### src/rtl/csvt_pkg.sv
// csvt_pkg: shared types and constants of the csv field tokenizer
// payload structs, result kinds and the classified token passed front to back
// no dependencies

package csvt_pkg;

    localparam logic [7:0] CH_QUOTE = 8'h22;
    localparam logic [7:0] CH_CR    = 8'h0D;
    localparam logic [7:0] CH_LF    = 8'h0A;
    localparam logic [7:0] CH_SPACE = 8'h20;

    localparam logic [7:0]  DELIM_RESET = 8'd44;
    localparam logic [23:0] LINE_MAX    = 24'hFFFFFF;
    localparam logic [23:0] LINE_FIRST  = 24'd1;

    typedef enum logic [2:0] {
        KIND_BYTE  = 3'd0,
        KIND_FIELD = 3'd1,
        KIND_ROW   = 3'd2,
        KIND_TRUNC = 3'd3,
        KIND_NLQ   = 3'd4,
        KIND_COLS  = 3'd5
    } kind_t;

    typedef struct packed {
        logic [7:0] ch;
        logic       is_end;
    } csv_in_t;

    typedef struct packed {
        kind_t       kind;
        logic [7:0]  data_byte;
        logic [6:0]  column;
        logic [7:0]  position;
        logic [23:0] line_number;
    } csv_out_t;

    // byte with its character classes resolved
    typedef struct packed {
        logic [7:0] ch;
        logic       is_end;
        logic       is_quote;
        logic       is_cr;
        logic       is_lf;
        logic       is_delim;
        logic       is_space;
    } tok_t;

endpackage

### src/rtl/csvt_front.sv
// csvt_front: input handshake, delimiter register and byte classification
// depends on csvt_pkg; feeds csvt_queue

module csvt_front (
    input  logic             aclk,
    input  logic             aresetn,
    input  logic             cfg_wr_en,
    input  logic [7:0]       cfg_wr_data,
    input  logic             s_valid,
    output logic             s_ready,
    input  csvt_pkg::csv_in_t s_data,
    input  logic             q_full,
    output logic             q_push,
    output csvt_pkg::tok_t   q_tok
);
    import csvt_pkg::*;

    logic [7:0] delim_reg;

    always_ff @(posedge aclk) begin
        if (!aresetn) begin
            delim_reg <= DELIM_RESET;
        end else if (cfg_wr_en) begin
            delim_reg <= cfg_wr_data;
        end
    end

    assign s_ready = !q_full;
    assign q_push  = s_valid && !q_full;

    always_comb begin
        q_tok.ch       = s_data.ch;
        q_tok.is_end   = s_data.is_end;
        q_tok.is_quote = (s_data.ch == CH_QUOTE);
        q_tok.is_cr    = (s_data.ch == CH_CR);
        q_tok.is_lf    = (s_data.ch == CH_LF);
        q_tok.is_delim = (s_data.ch == delim_reg);
        q_tok.is_space = (s_data.ch == CH_SPACE);
    end

endmodule

### src/rtl/csvt_queue.sv
// csvt_queue: two-entry token queue between front and back
// depends on csvt_pkg

module csvt_queue (
    input  logic           aclk,
    input  logic           aresetn,
    input  logic           push,
    input  csvt_pkg::tok_t push_tok,
    output logic           full,
    input  logic           pop,
    output logic           avail,
    output csvt_pkg::tok_t head_tok
);
    import csvt_pkg::*;

    tok_t       entry_reg [2];
    logic       wr_ptr_reg, wr_ptr_next;
    logic       rd_ptr_reg, rd_ptr_next;
    logic [1:0] count_reg, count_next;

    assign full     = (count_reg == 2'd2);
    assign avail    = (count_reg != 2'd0);
    assign head_tok = entry_reg[rd_ptr_reg];

    always_comb begin
        wr_ptr_next = wr_ptr_reg ^ push;
        rd_ptr_next = rd_ptr_reg ^ pop;
        count_next  = count_reg + {1'b0, push} - {1'b0, pop};
    end

    always_ff @(posedge aclk) begin
        if (!aresetn) begin
            wr_ptr_reg <= 1'b0;
            rd_ptr_reg <= 1'b0;
            count_reg  <= 2'd0;
        end else begin
            wr_ptr_reg <= wr_ptr_next;
            rd_ptr_reg <= rd_ptr_next;
            count_reg  <= count_next;
        end
    end

    always_ff @(posedge aclk) begin
        if (push) begin
            entry_reg[wr_ptr_reg] <= push_tok;
        end
    end

endmodule

### src/rtl/csvt_back.sv
// csvt_back: tokenizer state, event generation and the result register
// depends on csvt_pkg; drains csvt_queue

module csvt_back #(
    parameter int MAX_FIELDS    = 64,
    parameter int MAX_FIELD_LEN = 256
) (
    input  logic               aclk,
    input  logic               aresetn,
    input  logic               q_avail,
    input  csvt_pkg::tok_t     q_tok,
    output logic               q_pop,
    output logic               m_valid,
    input  logic               m_ready,
    output csvt_pkg::csv_out_t m_data
);
    import csvt_pkg::*;

    localparam int COL_W = $clog2(MAX_FIELDS + 1);
    localparam int LEN_W = $clog2(MAX_FIELD_LEN);
    localparam logic [COL_W:0] COL_LIMIT = (COL_W + 1)'(MAX_FIELDS);
    localparam logic [LEN_W:0] LEN_LIMIT = (LEN_W + 1)'(MAX_FIELD_LEN);

    logic             quoted_reg, quoted_next;
    logic             started_reg, started_next;
    logic             trunc_reg, trunc_next;
    logic             after_cr_reg, after_cr_next;
    logic             halted_reg, halted_next;
    logic [COL_W-1:0] col_reg, col_next;
    logic [LEN_W-1:0] len_reg, len_next;
    logic [23:0]      line_reg, line_next;
    logic             out_valid_reg, out_valid_next;
    csv_out_t         out_reg, out_next;

    logic             emit;
    csv_out_t         res;
    logic [COL_W:0]   col_inc;
    logic [LEN_W:0]   len_inc;
    logic             row_end;

    assign q_pop   = q_avail && (!out_valid_reg || m_ready);
    assign m_valid = out_valid_reg;
    assign m_data  = out_reg;

    assign col_inc = {1'b0, col_reg} + 1'b1;
    assign len_inc = {1'b0, len_reg} + 1'b1;

    always_comb begin
        quoted_next   = quoted_reg;
        started_next  = started_reg;
        trunc_next    = trunc_reg;
        after_cr_next = after_cr_reg;
        halted_next   = halted_reg;
        col_next      = col_reg;
        len_next      = len_reg;
        line_next     = line_reg;
        emit          = 1'b0;
        row_end       = 1'b0;

        res.kind        = KIND_BYTE;
        res.data_byte   = 8'd0;
        res.column      = 7'(col_reg);
        res.position    = 8'(len_reg);
        res.line_number = line_reg;

        if (q_pop && !halted_reg) begin
            if (q_tok.is_end) begin
                row_end = 1'b1;
            end else begin
                after_cr_next = 1'b0;
                // after a cr, quote and cr bytes lose their meaning
                if (!after_cr_reg && q_tok.is_quote) begin
                    quoted_next  = !quoted_reg;
                    started_next = !quoted_reg;
                end else if (!after_cr_reg && q_tok.is_cr) begin
                    after_cr_next = 1'b1;
                end else if (q_tok.is_lf) begin
                    if (!quoted_reg) begin
                        row_end = 1'b1;
                    end else begin
                        halted_next = 1'b1;
                        emit        = 1'b1;
                        res.kind    = KIND_NLQ;
                    end
                end else if (q_tok.is_delim && !quoted_reg) begin
                    started_next = 1'b0;
                    trunc_next   = 1'b0;
                    len_next     = '0;
                    emit         = 1'b1;
                    if (col_inc >= COL_LIMIT) begin
                        col_next    = COL_W'(MAX_FIELDS);
                        halted_next = 1'b1;
                        res.kind    = KIND_COLS;
                        res.column  = 7'(MAX_FIELDS);
                    end else begin
                        col_next = col_inc[COL_W-1:0];
                        res.kind = KIND_FIELD;
                    end
                end else if (started_reg || !q_tok.is_space) begin
                    started_next = 1'b1;
                    if (!trunc_reg) begin
                        emit = 1'b1;
                        if (len_inc >= LEN_LIMIT) begin
                            trunc_next = 1'b1;
                            res.kind   = KIND_TRUNC;
                        end else begin
                            len_next      = len_inc[LEN_W-1:0];
                            res.data_byte = q_tok.ch;
                        end
                    end
                end
            end

            if (row_end) begin
                emit          = 1'b1;
                res.kind      = KIND_ROW;
                res.column    = 7'(col_inc);
                quoted_next   = 1'b0;
                started_next  = 1'b0;
                trunc_next    = 1'b0;
                after_cr_next = 1'b0;
                col_next      = '0;
                len_next      = '0;
                if (line_reg != LINE_MAX) begin
                    line_next = line_reg + 24'd1;
                end
            end
        end

        out_valid_next = out_valid_reg && !m_ready;
        out_next       = out_reg;
        if (emit) begin
            out_valid_next = 1'b1;
            out_next       = res;
        end
    end

    always_ff @(posedge aclk) begin
        if (!aresetn) begin
            quoted_reg    <= 1'b0;
            started_reg   <= 1'b0;
            trunc_reg     <= 1'b0;
            after_cr_reg  <= 1'b0;
            halted_reg    <= 1'b0;
            col_reg       <= '0;
            len_reg       <= '0;
            line_reg      <= LINE_FIRST;
            out_valid_reg <= 1'b0;
        end else begin
            quoted_reg    <= quoted_next;
            started_reg   <= started_next;
            trunc_reg     <= trunc_next;
            after_cr_reg  <= after_cr_next;
            halted_reg    <= halted_next;
            col_reg       <= col_next;
            len_reg       <= len_next;
            line_reg      <= line_next;
            out_valid_reg <= out_valid_next;
        end
    end

    always_ff @(posedge aclk) begin
        out_reg <= out_next;
    end

endmodule

### src/rtl/csv_field_tokenizer_core.sv
// csv_field_tokenizer_core: top level of the streaming csv field tokenizer
// depends on csvt_pkg, csvt_front, csvt_queue and csvt_back
//
// The tokenizer takes one byte (or an end-of-stream marker) per clock while s_ready is
// high and gives at most one event per byte: a stored field byte, a field end, a row
// end with its field count, a truncation notice, or a sticky error that stops all
// output until reset. Throughput is one byte per cycle while the result register is not
// held by m_ready, set by the state update in the back end; a result passes through the
// token queue entry and then the result register before it shows on m_valid/m_data.
// A two-entry queue separates the classifying front end from the back end, so while a
// result waits on m_ready the input still takes requests until both queue entries are
// filled, then s_ready drops. The delimiter register (reset value comma) is written
// through cfg_wr_en/cfg_wr_data and should only change while the block is idle.

module csv_field_tokenizer_core #(
    parameter int MAX_FIELDS    = 64,
    parameter int MAX_FIELD_LEN = 256
) (
    input  logic               aclk,
    input  logic               aresetn,
    input  logic               cfg_wr_en,
    input  logic [7:0]         cfg_wr_data,
    input  logic               s_valid,
    output logic               s_ready,
    input  csvt_pkg::csv_in_t  s_data,
    output logic               m_valid,
    input  logic               m_ready,
    output csvt_pkg::csv_out_t m_data
);
    import csvt_pkg::*;

    logic q_full;
    logic q_push;
    tok_t q_in_tok;
    logic q_pop;
    logic q_avail;
    tok_t q_head_tok;

    csvt_front u_front (
        .aclk        (aclk),
        .aresetn     (aresetn),
        .cfg_wr_en   (cfg_wr_en),
        .cfg_wr_data (cfg_wr_data),
        .s_valid     (s_valid),
        .s_ready     (s_ready),
        .s_data      (s_data),
        .q_full      (q_full),
        .q_push      (q_push),
        .q_tok       (q_in_tok)
    );

    csvt_queue u_queue (
        .aclk     (aclk),
        .aresetn  (aresetn),
        .push     (q_push),
        .push_tok (q_in_tok),
        .full     (q_full),
        .pop      (q_pop),
        .avail    (q_avail),
        .head_tok (q_head_tok)
    );

    csvt_back #(
        .MAX_FIELDS    (MAX_FIELDS),
        .MAX_FIELD_LEN (MAX_FIELD_LEN)
    ) u_back (
        .aclk    (aclk),
        .aresetn (aresetn),
        .q_avail (q_avail),
        .q_tok   (q_head_tok),
        .q_pop   (q_pop),
        .m_valid (m_valid),
        .m_ready (m_ready),
        .m_data  (m_data)
    );

endmodule

### config.mk
export PLATFORM = sky130hd
export DESIGN_NAME = csv_field_tokenizer_core
export DESIGN_NICKNAME = d
export VERILOG_FILES = /design/src/rtl/csvt_pkg.sv /design/src/rtl/csvt_front.sv /design/src/rtl/csvt_queue.sv /design/src/rtl/csvt_back.sv /design/src/rtl/csv_field_tokenizer_core.sv
export SDC_FILE = /design/constraint.sdc
export NUM_CORES = 1
export LEC_CHECK = 0
export ABC_AREA = 1
export BUFFER_PORTS_ARGS = -buffer_cell sky130_fd_sc_hd__buf_2
export CAP_MARGIN = 30
export CORE_ASPECT_RATIO = 1.2
export CORE_UTILIZATION = 40
export CTS_BUF_LIST = sky130_fd_sc_hd__clkbuf_4 sky130_fd_sc_hd__clkbuf_8
export CTS_CLUSTER_DIAMETER = 100
export DETAILED_ROUTE_END_ITERATION = 10
export GPL_TIMING_DRIVEN = 0
export SYNTH_ARGS = -nofsm -noshare
export SYNTH_HDL_FRONTEND = slang
export SYNTH_SLANG_ARGS = --single-unit
### constraint.sdc
create_clock -name aclk -period 4.15 [get_ports aclk]
set_clock_uncertainty 0.2 [all_clocks]
set_input_delay 0.2075 -clock aclk [delete_from_list [all_inputs] [get_ports aclk]]
set_output_delay 0.2075 -clock aclk [all_outputs]
set_load 0.005 [all_outputs]
Word-level counts from Yosys, hierarchy flattened --
Memories as Yosys holds them, arrays and structs flattened. A register that Yosys moved wholly into a read port is not among the register bits. Index checks and enable logic that the tools add are counted.
Cells by class: add/subtract/negate cells 5, multiply operators 0, div/mod/pow operators 0, order comparisons 2, eq/ne operators 16, shift operators 0, muxes and demuxes 81, bitwise gates (word level) 7, reductions and logical operators 33
Operator list (number):
- $mux W8 | 11
- $mux W7 | 11
- $mux W17 | 3
- $mux W1 | 47
- $add A24 B1 Y24 const B | 1
- $ne A24 B24 Y1 const B | 1
- $eq A8 B4 Y1 const B | 2
- $eq A8 B6 Y1 const B | 2
- $mux W15 | 1
- $mux W3 | 4
- $reduce_and A6 Y1 | 2
- $mux W11 | 1
- $mux W10 | 1
- $reduce_bool A2 Y1 | 5
- $add A8 B1 Y9 const B | 1
- $ge A9 B9 Y1 const B | 1
- $reduce_or A9 Y1 | 1
- $add A7 B1 Y8 const B | 1
- $eq A8 B8 Y1 | 1
- $ge A8 B7 Y1 const B | 1
- $reduce_and A8 Y1 | 1
- $logic_and A1 B1 Y1 | 7
- $logic_not A1 Y1 | 7
- $reduce_and A7 Y1 | 1
- other kinds (18) | 30
Storage, ports and cells: register bits after elaboration 107, bits in latches 0, bits in writable memories 28, bits in read-only memories 0, input port bits 22, output and inout bits 52, word-level logic and storage cells 164, memories kept 1
Memory list:
- u_queue.entry_reg | words 2, width 14, rd ports 1, clocked after memory_dff 1, write ports 1, line csvt_queue.sv:16 | tok_t entry_reg [2];

Depth between registers and ports, before layout --
Gate-level depths: netlist of the first run.
depth in word-level cells 12, depth in mapped cells 12, mapped depth without buffers 11

Modules after synthesis --
From an unflattened synthesis of the first run, not the netlist that was laid out.
Unflattened totals: cells, all modules 702, area, all modules 6309.8 um^2
By module, submodules not included:
- csvt_back | times used 1, cells each 533, area an instance 4508.1 um^2, seq. area each 2402.3 um^2
- csvt_queue | times used 1, cells each 72, area an instance 1242.4 um^2, seq. area each 940.9 um^2
- csvt_front | times used 1, cells each 97, area an instance 559.3 um^2, seq. area each 160.2 um^2

Worst setup path after synthesis of the first run --
No wires, ideal clock.
kind reg-to-reg, start register with a tool-made name, end register u_back.out_reg, in the netlist u_back.m_data[0], enable pin, setup time 0.409 ns, data arrival time 2.185 ns, data required time 3.541 ns, setup slack 1.356 ns, cell stages (with the launch flop) 9, path buffers 0, clock period less this slack 2.794 ns, cells stage by stage dfxtp_1 -> inv_2 -> nand2_1 -> nand2_2 -> nor2_4 -> nand3_4 -> nand2_4 -> nand2_1 -> nand2_1
RTL lines:
- end signal, assigned | line csvt_back.sv:163 | out_reg <= out_next;
- end, declared | line csvt_back.sv:33 | csv_out_t out_reg, out_next;

Worst setup path in the final report of the first run --
start register u_queue.count_reg[1], end register u_back.out_reg, in the netlist u_back.m_data[10], enable pin
Between the ends: word-level cells in the longest chain between the ends 4
Ends and longest elaborated chain:
- start, declared | line csvt_queue.sv:19 | logic [1:0] count_reg, count_next;
- start signal, assigned | line csvt_queue.sv:39 | count_reg <= count_next;
- $reduce_bool A2 Y1 | line csvt_queue.sv:22 | assign avail = (count_reg != 2'd0);
- $logic_and A1 B1 Y1 | line csvt_back.sv:41 | assign q_pop = q_avail && (!out_valid_reg || m_ready);
- $logic_and A1 B1 Y1 | line csvt_back.sv:66 | if (q_pop && !halted_reg) begin
- $mux W1 | line csvt_back.sv:66
- net u_back.emit | line csvt_back.sv:35 | logic emit;
The timed path passes the listed nets, and every way through them passes these cells. A chain may end at the register's enable or synchronous reset.

==> results.md, run 1 <==
* Area of the multi-input gates at 2280 um2
* Routed len/inst at 13.3 um
* Final #Nets at 802
* Pleak at 2.88 nW
* Drt drc at 0
* Max reg flops at 50
* R2R Setup Slk at 1600 ps
* Max Cap Viol at 0
* Clock Latency Late Sink at 460 ps
* Number of port buffers at 72
* Pwr Total at 4.75 mW
* Outcome: finished clean
* Most frequent cells in the layout: 159 x nand2_1, 78 x edfxtp_1, 73 x buf_2
* Clock root cell: clkbuf_8
* TritonCTS Sinks at 136
* Setup Buffers After CTS at 0
* Count of different cell masters after synthesis at 39
* Fin. max-slew vios at 0
* Worst Reg-to-Reg Cells at 7
* Ys Warns at 0
* Mean Syn Cell Area at 9.35 um2
* Synthesized instance count at 655
* CP cell instances: nor2_1, nor2_2, nand2_1, inv_1, nand2_1, nand2_2, buf_12
* Vias in the first global route at 4696
* TritonRoute pass-1 iters at 5
* Crit Path Class: reg -> reg
* Final Cycle Share at 61.4%
* FMAX at 392 MHz
* Fin. Hold Viols at 0
* Largest net degree at the start of global routing at 38
* Crit end category: flop
* R2R Path Start: u_queue.count_reg[1]
* Startpoint types: flop
* First-pass GRT wire length at 21.7 mm
* Via count at 4755
* H-tree depth at 4
* FF+latch count, synth at 136
* GPL Wtd Cong at 0.878
* Share of cells above drive strength 1 at 19.1%
* Max rail drop VDD at 373 uV
* Total core area at 15000 um2
* Synthesized cell area at 6120 um2
* Total CTS buffers at 17
* DRT antenna net count at 0
* Die area at 15800 um2
* CTS tree: built
* Fin crit period at 2550 ps
* Die width at 115 um
* Total global routing overflow at 0
* Critical Path AT at 2490 ps
* Hold path startpoint: cfg_wr_en
* Hpwl dp at 9.42 mm
* Ports at 74
* Fillers at 1459
* Initial antenna violation count at 0
* Area Overhead vs Synth at 21.6%
* Row count at 49
* Hold Path Depth at 3
* Vias per cell at 4.80
* CP max FO at 37
* CP top delay family: simple AND/OR/NAND/NOR gates
* Worst slew pin tran at 651 ps
* Storage element area at 3500 um2
* Crit path top cell by count: nand2_1
* Height of the die at 138 um
* Slew HR at 56.6%
* Setup TNS at 0 ps
* Starting density of the core at 40.9%
* Most common cell after layout, fill and taps aside: nand2_1
* Cell with the biggest individual delay on the critical path: nand2_2
* Setup repair after global routing missed its margin: false
* Seq/Total Area, Yosys at 57.2%
* Worst Hold Class: in -> reg
* Post-cts gate resize count at 0
* CP Buf/Inv Count at 2
* N_diodes at 0
* Pwr Density at 638 nW/um2
* Hold Path Sink: u_front.delim_reg[4]
* DRT Wirelength at 13.1 mm
* Longest Clk Path Bufs at 2
* Gr usage total at 18.1%
* Setup-failing EPs final at 0
* CP max stage delay at 410 ps
* FF-to-FF End: u_back.m_data[10]
* Clk pin slew, worst setup/hold paths at 80 ps
* Syn Nets at 684
* Worst path required time at 4100 ps
* DRT iter0 DRCs at 218
synth_stat cells:
| master | n | share of area, % |
|---|---|---|
| nand2_1 | 160 | 9.8 |
| edfxtp_1 | 78 | 38 |
| inv_1 | 63 | 3.9 |
| nor2_1 | 61 | 3.7 |
| dfxtp_1 | 58 | 19 |
| a21oi_1 | 36 | 2.9 |
| nand3_1 | 35 | 2.9 |
| nor3_1 | 20 | 1.6 |
| xor2_1 | 20 | 2.9 |
| o21ai_0 | 19 | 1.6 |
| nand4_1 | 12 | 1.2 |
| xnor2_1 | 12 | 1.7 |
| a21oi_2 | 8 | 1.1 |
| o22ai_1 | 8 | 0.82 |
| ha_1 | 7 | 1.4 |
| nand3_2 | 7 | 1.1 |
| buf_4 | 5 | 0.61 |
| clkbuf_1 | 5 | 0.31 |
| inv_2 | 4 | 0.25 |
| nand2_2 | 4 | 0.41 |
| nand3b_1 | 4 | 0.49 |
| nor4_1 | 4 | 0.41 |
| or2_2 | 4 | 0.41 |
| a21boi_0 | 2 | 0.25 |
| buf_6 | 2 | 0.37 |
| nand3_4 | 2 | 0.57 |
| nor2_2 | 2 | 0.20 |
| nor3b_1 | 2 | 0.25 |
| a21oi_4 | 1 | 0.27 |
| and2_1 | 1 | 0.10 |
| buf_1 | 1 | 0.061 |
| buf_2 | 1 | 0.082 |
| inv_4 | 1 | 0.10 |
| nand2_4 | 1 | 0.18 |
| nor2_4 | 1 | 0.18 |
| nor3_4 | 1 | 0.27 |
| o21ai_1 | 1 | 0.082 |
| o31ai_1 | 1 | 0.12 |
| or2_1 | 1 | 0.10 |
stage by stage:
stage | utilization, % | instances | setup WS (ps) | hold WS, ps | area [um2]
2_1_floorplan | - | 655 | 1360 | 106 | 6120
3_5_place_dp | 45.2 | 932 | 1590 | 209 | 6760
6_report | 49.8 | 990 | 1600 | 44.3 | 7450
5_1_grt | 49.8 | 990 | 1380 | 59.5 | 7450
3_3_place_gp | 45.1 | 931 | 596 | 203 | 6740
4_1_cts | 49.8 | 990 | 1570 | 21.3 | 7450
routing by layer:
layer	vias up	global-route usage, %	wire, um
met5	-	0	0
met1	2190	20.3	5510
met4	0	8.37	265
li1	2432	-	-
met2	110	32.1	6790
met3	23	4.71	571
cells by family after synthesis:
logic type | share of synthesized area (%)
xor gates and xnor gates | 4.58
and+or+nand+nor | 24.0
DFF | 57.2
buffers and inverters | 5.64
AOI/OAI and AO/OA | 7.17
adders and majority gates | 1.43
where the power goes:
part           internal, mW  switching (mW)
registers              1.90           0.112
logic                 0.528            1.05
clock network         0.622           0.536
total                  3.05            1.70
worst max-delay path by stage:
stage	end	start	depth (start not counted)	slack [ps]
floorplan	u_back.m_data[0]	flop	8	1360
global route	u_back.m_data[11]	u_queue.count_reg[1]	7	1380
finish	u_back.m_data[10]	u_queue.count_reg[1]	7	1600
detailed placement	u_back.m_data[9]	flop	9	1590
CTS	u_back.m_data[10]	flop	9	1570
global placement	u_back.m_valid	flop	10	600
final cells by class:
cell class / instances / area share [%]
Clock buffer: 19 / 3.43
Clock inverter: 13 / 2.27
Inverter: 68 / 3.46
Tap cell: 204 / 3.43
Buffer: 14 / 1.18
Timing Repair Buffer: 99 / 8.60
Sequential cell: 136 / 47.0
Multi-Input combinational cell: 437 / 30.6
timing repair:
action                                  4_1_cts  5_1_grt
hold endpoints to repair                     41        0
hold buffers                                 26        0
endpoints found under the setup margin        0        0
tightest hold or removal path, cell delays in order:
cell      delay, ps
clkbuf_1        170
o21ai_0         210
nor2_1           60
(Power assumes the default switching activity.)
==> run 2, diff against run 1 <==
ABC_AREA = 0   (was 1)
clock period = 2.65 ns   (was 4.15 ns; I/O delays follow)
==> run 2 against run 1 <==
Net effect:
- register-to-register slack got worse by 1500 ps
- synthesized cell count is 21% lower
- via count fell by 5.1%
- first-iteration DRC count rose by 42%
- maximum frequency increased by 1.6%
- utilization rose by 1.2 points
- combinational power up 25%
- clock-buffer cell count is 2 lower
- critical path depth is the same
- critical endpoint is now u_back.m_data[36]
- largest power group unchanged
==> results.md, run 2 <==
* Outcome: finished clean
* Clock Latency Late Sink at 460 ps (about the same)
* Worst path required time at 2660 ps (-1440 ps)
* Most frequent cells in the layout: 78 x edfxtp_1, 77 x buf_2, 57 x dfxtp_1
* Count of different cell masters after synthesis at 67 (+72%)
* Clock root cell: clkbuf_8
* Worst setup margin at 140 ps (-1460 ps)
* DRT iter0 DRCs at 309 (+42%)
* Share of cells above drive strength 1 at 23.6% (+4.5 points)
* Synthesized cell area at 5980 um2 (-2.3%)
* Number of synthesized flops with an enable pin at 78 (unchanged)
* Total CTS buffers at 17 (unchanged)
* Hpwl dp at 9.31 mm (-1.2%)
* CP max FO at 10 (-73%)
* Number of port buffers at 72 (unchanged)
* Ports at 74 (unchanged)
* Fin util at 51.0% (+1.2 points)
* DRT Wirelength at 13.5 mm (+3.2%)
* Startpoint types: flop
* Fin. max-slew vios at 0 (unchanged)
* Routed len/inst at 15.9 um (+20%)
* Setup-failing EPs final at 0 (unchanged)
* Crit Path Class: reg -> reg
* Top cells by area in the synthesized netlist: edfxtp_1 39%, dfxtp_1 19%, mux2i_1 5.2%
* Max rail drop VDD at 428 uV (+15%)
* Fillers at 1316 (-9.8%)
* Final #Nets at 668 (-17%)
* FMAX at 398 MHz (+1.6%)
* Setup repair after global routing missed its margin: false
* Ys Warns at 0 (unchanged)
* Via count at 4514 (-5.1%)
* Syn Nets at 545 (-20%)
* Final Cycle Share at 94.7% (+33 points)
* Die area at 15400 um2 (-2.3%)
* Count leader, synth: edfxtp_1
* H-tree depth at 4 (unchanged)
* Critical Path AT at 2520 ps (+30 ps)
* Top-area cell type share of the netlist area at 39.2% (+0.91 points)
* Main synth FF type: edfxtp_1
* Clk pwr share at 26.6% (+2.2 points)
* Seq/Total Area, Yosys at 58.6% (+1.4 points)
* Net Switching at 2.19 mW (+29%)
* Setup TNS at 0 ps (unchanged)
* Pre-CTS WS at -166 ps (-1760 ps)
* Slew HR at 50.7% (-5.9 points)
* Largest net degree at the start of global routing at 32 (-16%)
* Cell-internal power at 4.47 mW (+47%)
* Synthesized instance count at 516 (-21%)
* Pwr Density at 901 nW/um2 (+41%)
* Crit end category: flop
* Pleak at 2.64 nW (-8.4%)
* Fin. Hold Viols at 0 (unchanged)
* Most common cell after layout, fill and taps aside: edfxtp_1
* Die width at 114 um (-1.2%)
* Switching part of the total at 32.9% (-2.9 points)
* Worst Hold Class: in -> reg
* Mean Syn Cell Area at 11.6 um2 (+24%)
* Pwr Total at 6.65 mW (+40%)
* Clk pin slew, worst setup/hold paths at 80 ps (about the same)
* Post-DP Area at 6640 um2 (-1.8%)
* Sequential share of power at 43.7% (+1.4 points)
* GPL Wtd Cong at 0.851 (-3.1%)
* First-pass GRT wire length at 21.9 mm (+0.86%)
* TritonCTS Sinks at 136 (unchanged)
* Max Cap Viol at 0 (unchanged)
* Total core area at 14500 um2 (-3.2%)
* Starting density of the core at 41.3% (+0.39 points)
* Longest Clk Path Bufs at 2 (unchanged)
* Vias per cell at 5.30 (+10%)
* Total global routing overflow at 0 (unchanged)
* Post-synth top cells: 78 x edfxtp_1, 58 x dfxtp_1, 38 x nand2_1, 38 x nor2_1, 31 x mux2i_1
* Initial antenna violation count at 0 (unchanged)
* Final Cell Area at 7380 um2 (-0.89%)
* Async SR Flop Fraction at 0% (unchanged)
* Synth area leader: edfxtp_1
* DRT antenna net count at 0 (unchanged)
* Drt drc at 0 (unchanged)
* Area Overhead vs Synth at 23.4%
* Fin crit period at 2510 ps (-39.1 ps)
* Gr usage total at 18.7% (+0.59 points)
* Worst slew pin tran at 740 ps (+88.5 ps)
* Max reg flops at 50 (unchanged)
* CTS tree: built
* TritonRoute pass-1 iters at 5 (unchanged)
* Row count at 48 (-2.0%)
* FF+latch count, synth at 136 (unchanged)
* N_diodes at 0 (unchanged)
* Vias in the first global route at 4426 (-5.7%)
* Height of the die at 136 um (-1.2%)
* Combinational Power Share at 29.6% (-3.7 points)
[run 2: cell types whose count changed after synthesis, sizes merged, moves of 17 or more]
cell and delta:
a21oi -17, xor2 -19, nand2 -127, nand3 -28, inv -51, nor2 -26, mux2i +32
[run 2: path summary, 6_finish.rpt]
path                                           from                   end  slack (ps)  cells past startpoint
worst max register to register                 flop     u_back.m_data[36]         140                      7
worst min-delay path                      cfg_wr_en  u_front.delim_reg[4]          30                      3
worst max-delay path                           flop     u_back.m_data[36]         140                      7
worst min register to register  u_back.line_reg[23]     u_back.m_data[23]         270                      0
[run 2: final cells by class]
| class | count | area, um2 | share of cell area (%) |
|---|---|---|---|
| flip-flops and latches | 136 | 3500 | 47.5 |
| multi-input cells | 347 | 2410 | 32.6 |
| repair buffers | 103 | 659 | 8.93 |
| well taps | 200 | 250 | 3.39 |
| clock buffers | 17 | 234 | 3.17 |
| clock inverters | 15 | 178 | 2.41 |
| plain buffers | 17 | 82.6 | 1.12 |
| inverters | 17 | 63.8 | 0.865 |
[run 2: kinds of logic (layout without fill, tap and decap cells)]
logic type	after synthesis	after routing	share of synthesized area, %
muxes	36	36	6.17
AOI/OAI and AO/OA	106	107	13.0
buffers and inverters	34	169	2.43
adders and majority gates	7	7	1.46
and+or+nand+nor	185	185	16.6
DFF	136	136	58.6
xor gates and xnor gates	12	12	1.76
[run 2: layer usage]
layer | vias up | GRT usage (%) | routed length [um]
li1 | 2204 | - | -
met1 | 2162 | 19.9 | 5420
met2 | 117 | 33.9 | 7070
met3 | 31 | 4.64 | 639
met4 | 0 | 10.1 | 410
met5 | - | 0 | 0
[run 2: power by group through the flow]
stage | Combinational, mW | Clock [mW] | Sequential [mW]
after global placement | 1.76 | 0 | 2.96
final | 1.97 | 1.77 | 2.91
after detailed placement | 1.85 | 0 | 2.96
after floorplan | 1.11 | 0 | 2.99
after CTS | 1.92 | 1.81 | 2.92
after global routing | 2.17 | 1.90 | 2.95
[run 2: critical path, stage by stage, from the launching register on]
cell and delay [ps]:
dfxtp_2 420, mux2_2 420, o311ai_4 160, a21o_1 280, buf_2 260, buf_2 270, a21oi_1 70, a21o_1 170
[run 2: what timing repair did]
item	in CTS	in global routing
resized for setup	3	6
hold buffers	23	0
pin swaps	1	2
setup buffers	0	6
endpoints found under the setup margin	39	46
hold endpoints to repair	43	0
cloned	1	0
[run 2: stage by stage]
stage	std cells	hold WS (ps)
after floorplan	516	31.4
after CTS	846	12.5
after detailed placement	790	131
after global routing	852	35.1
final	852	27.5
after global placement	788	127
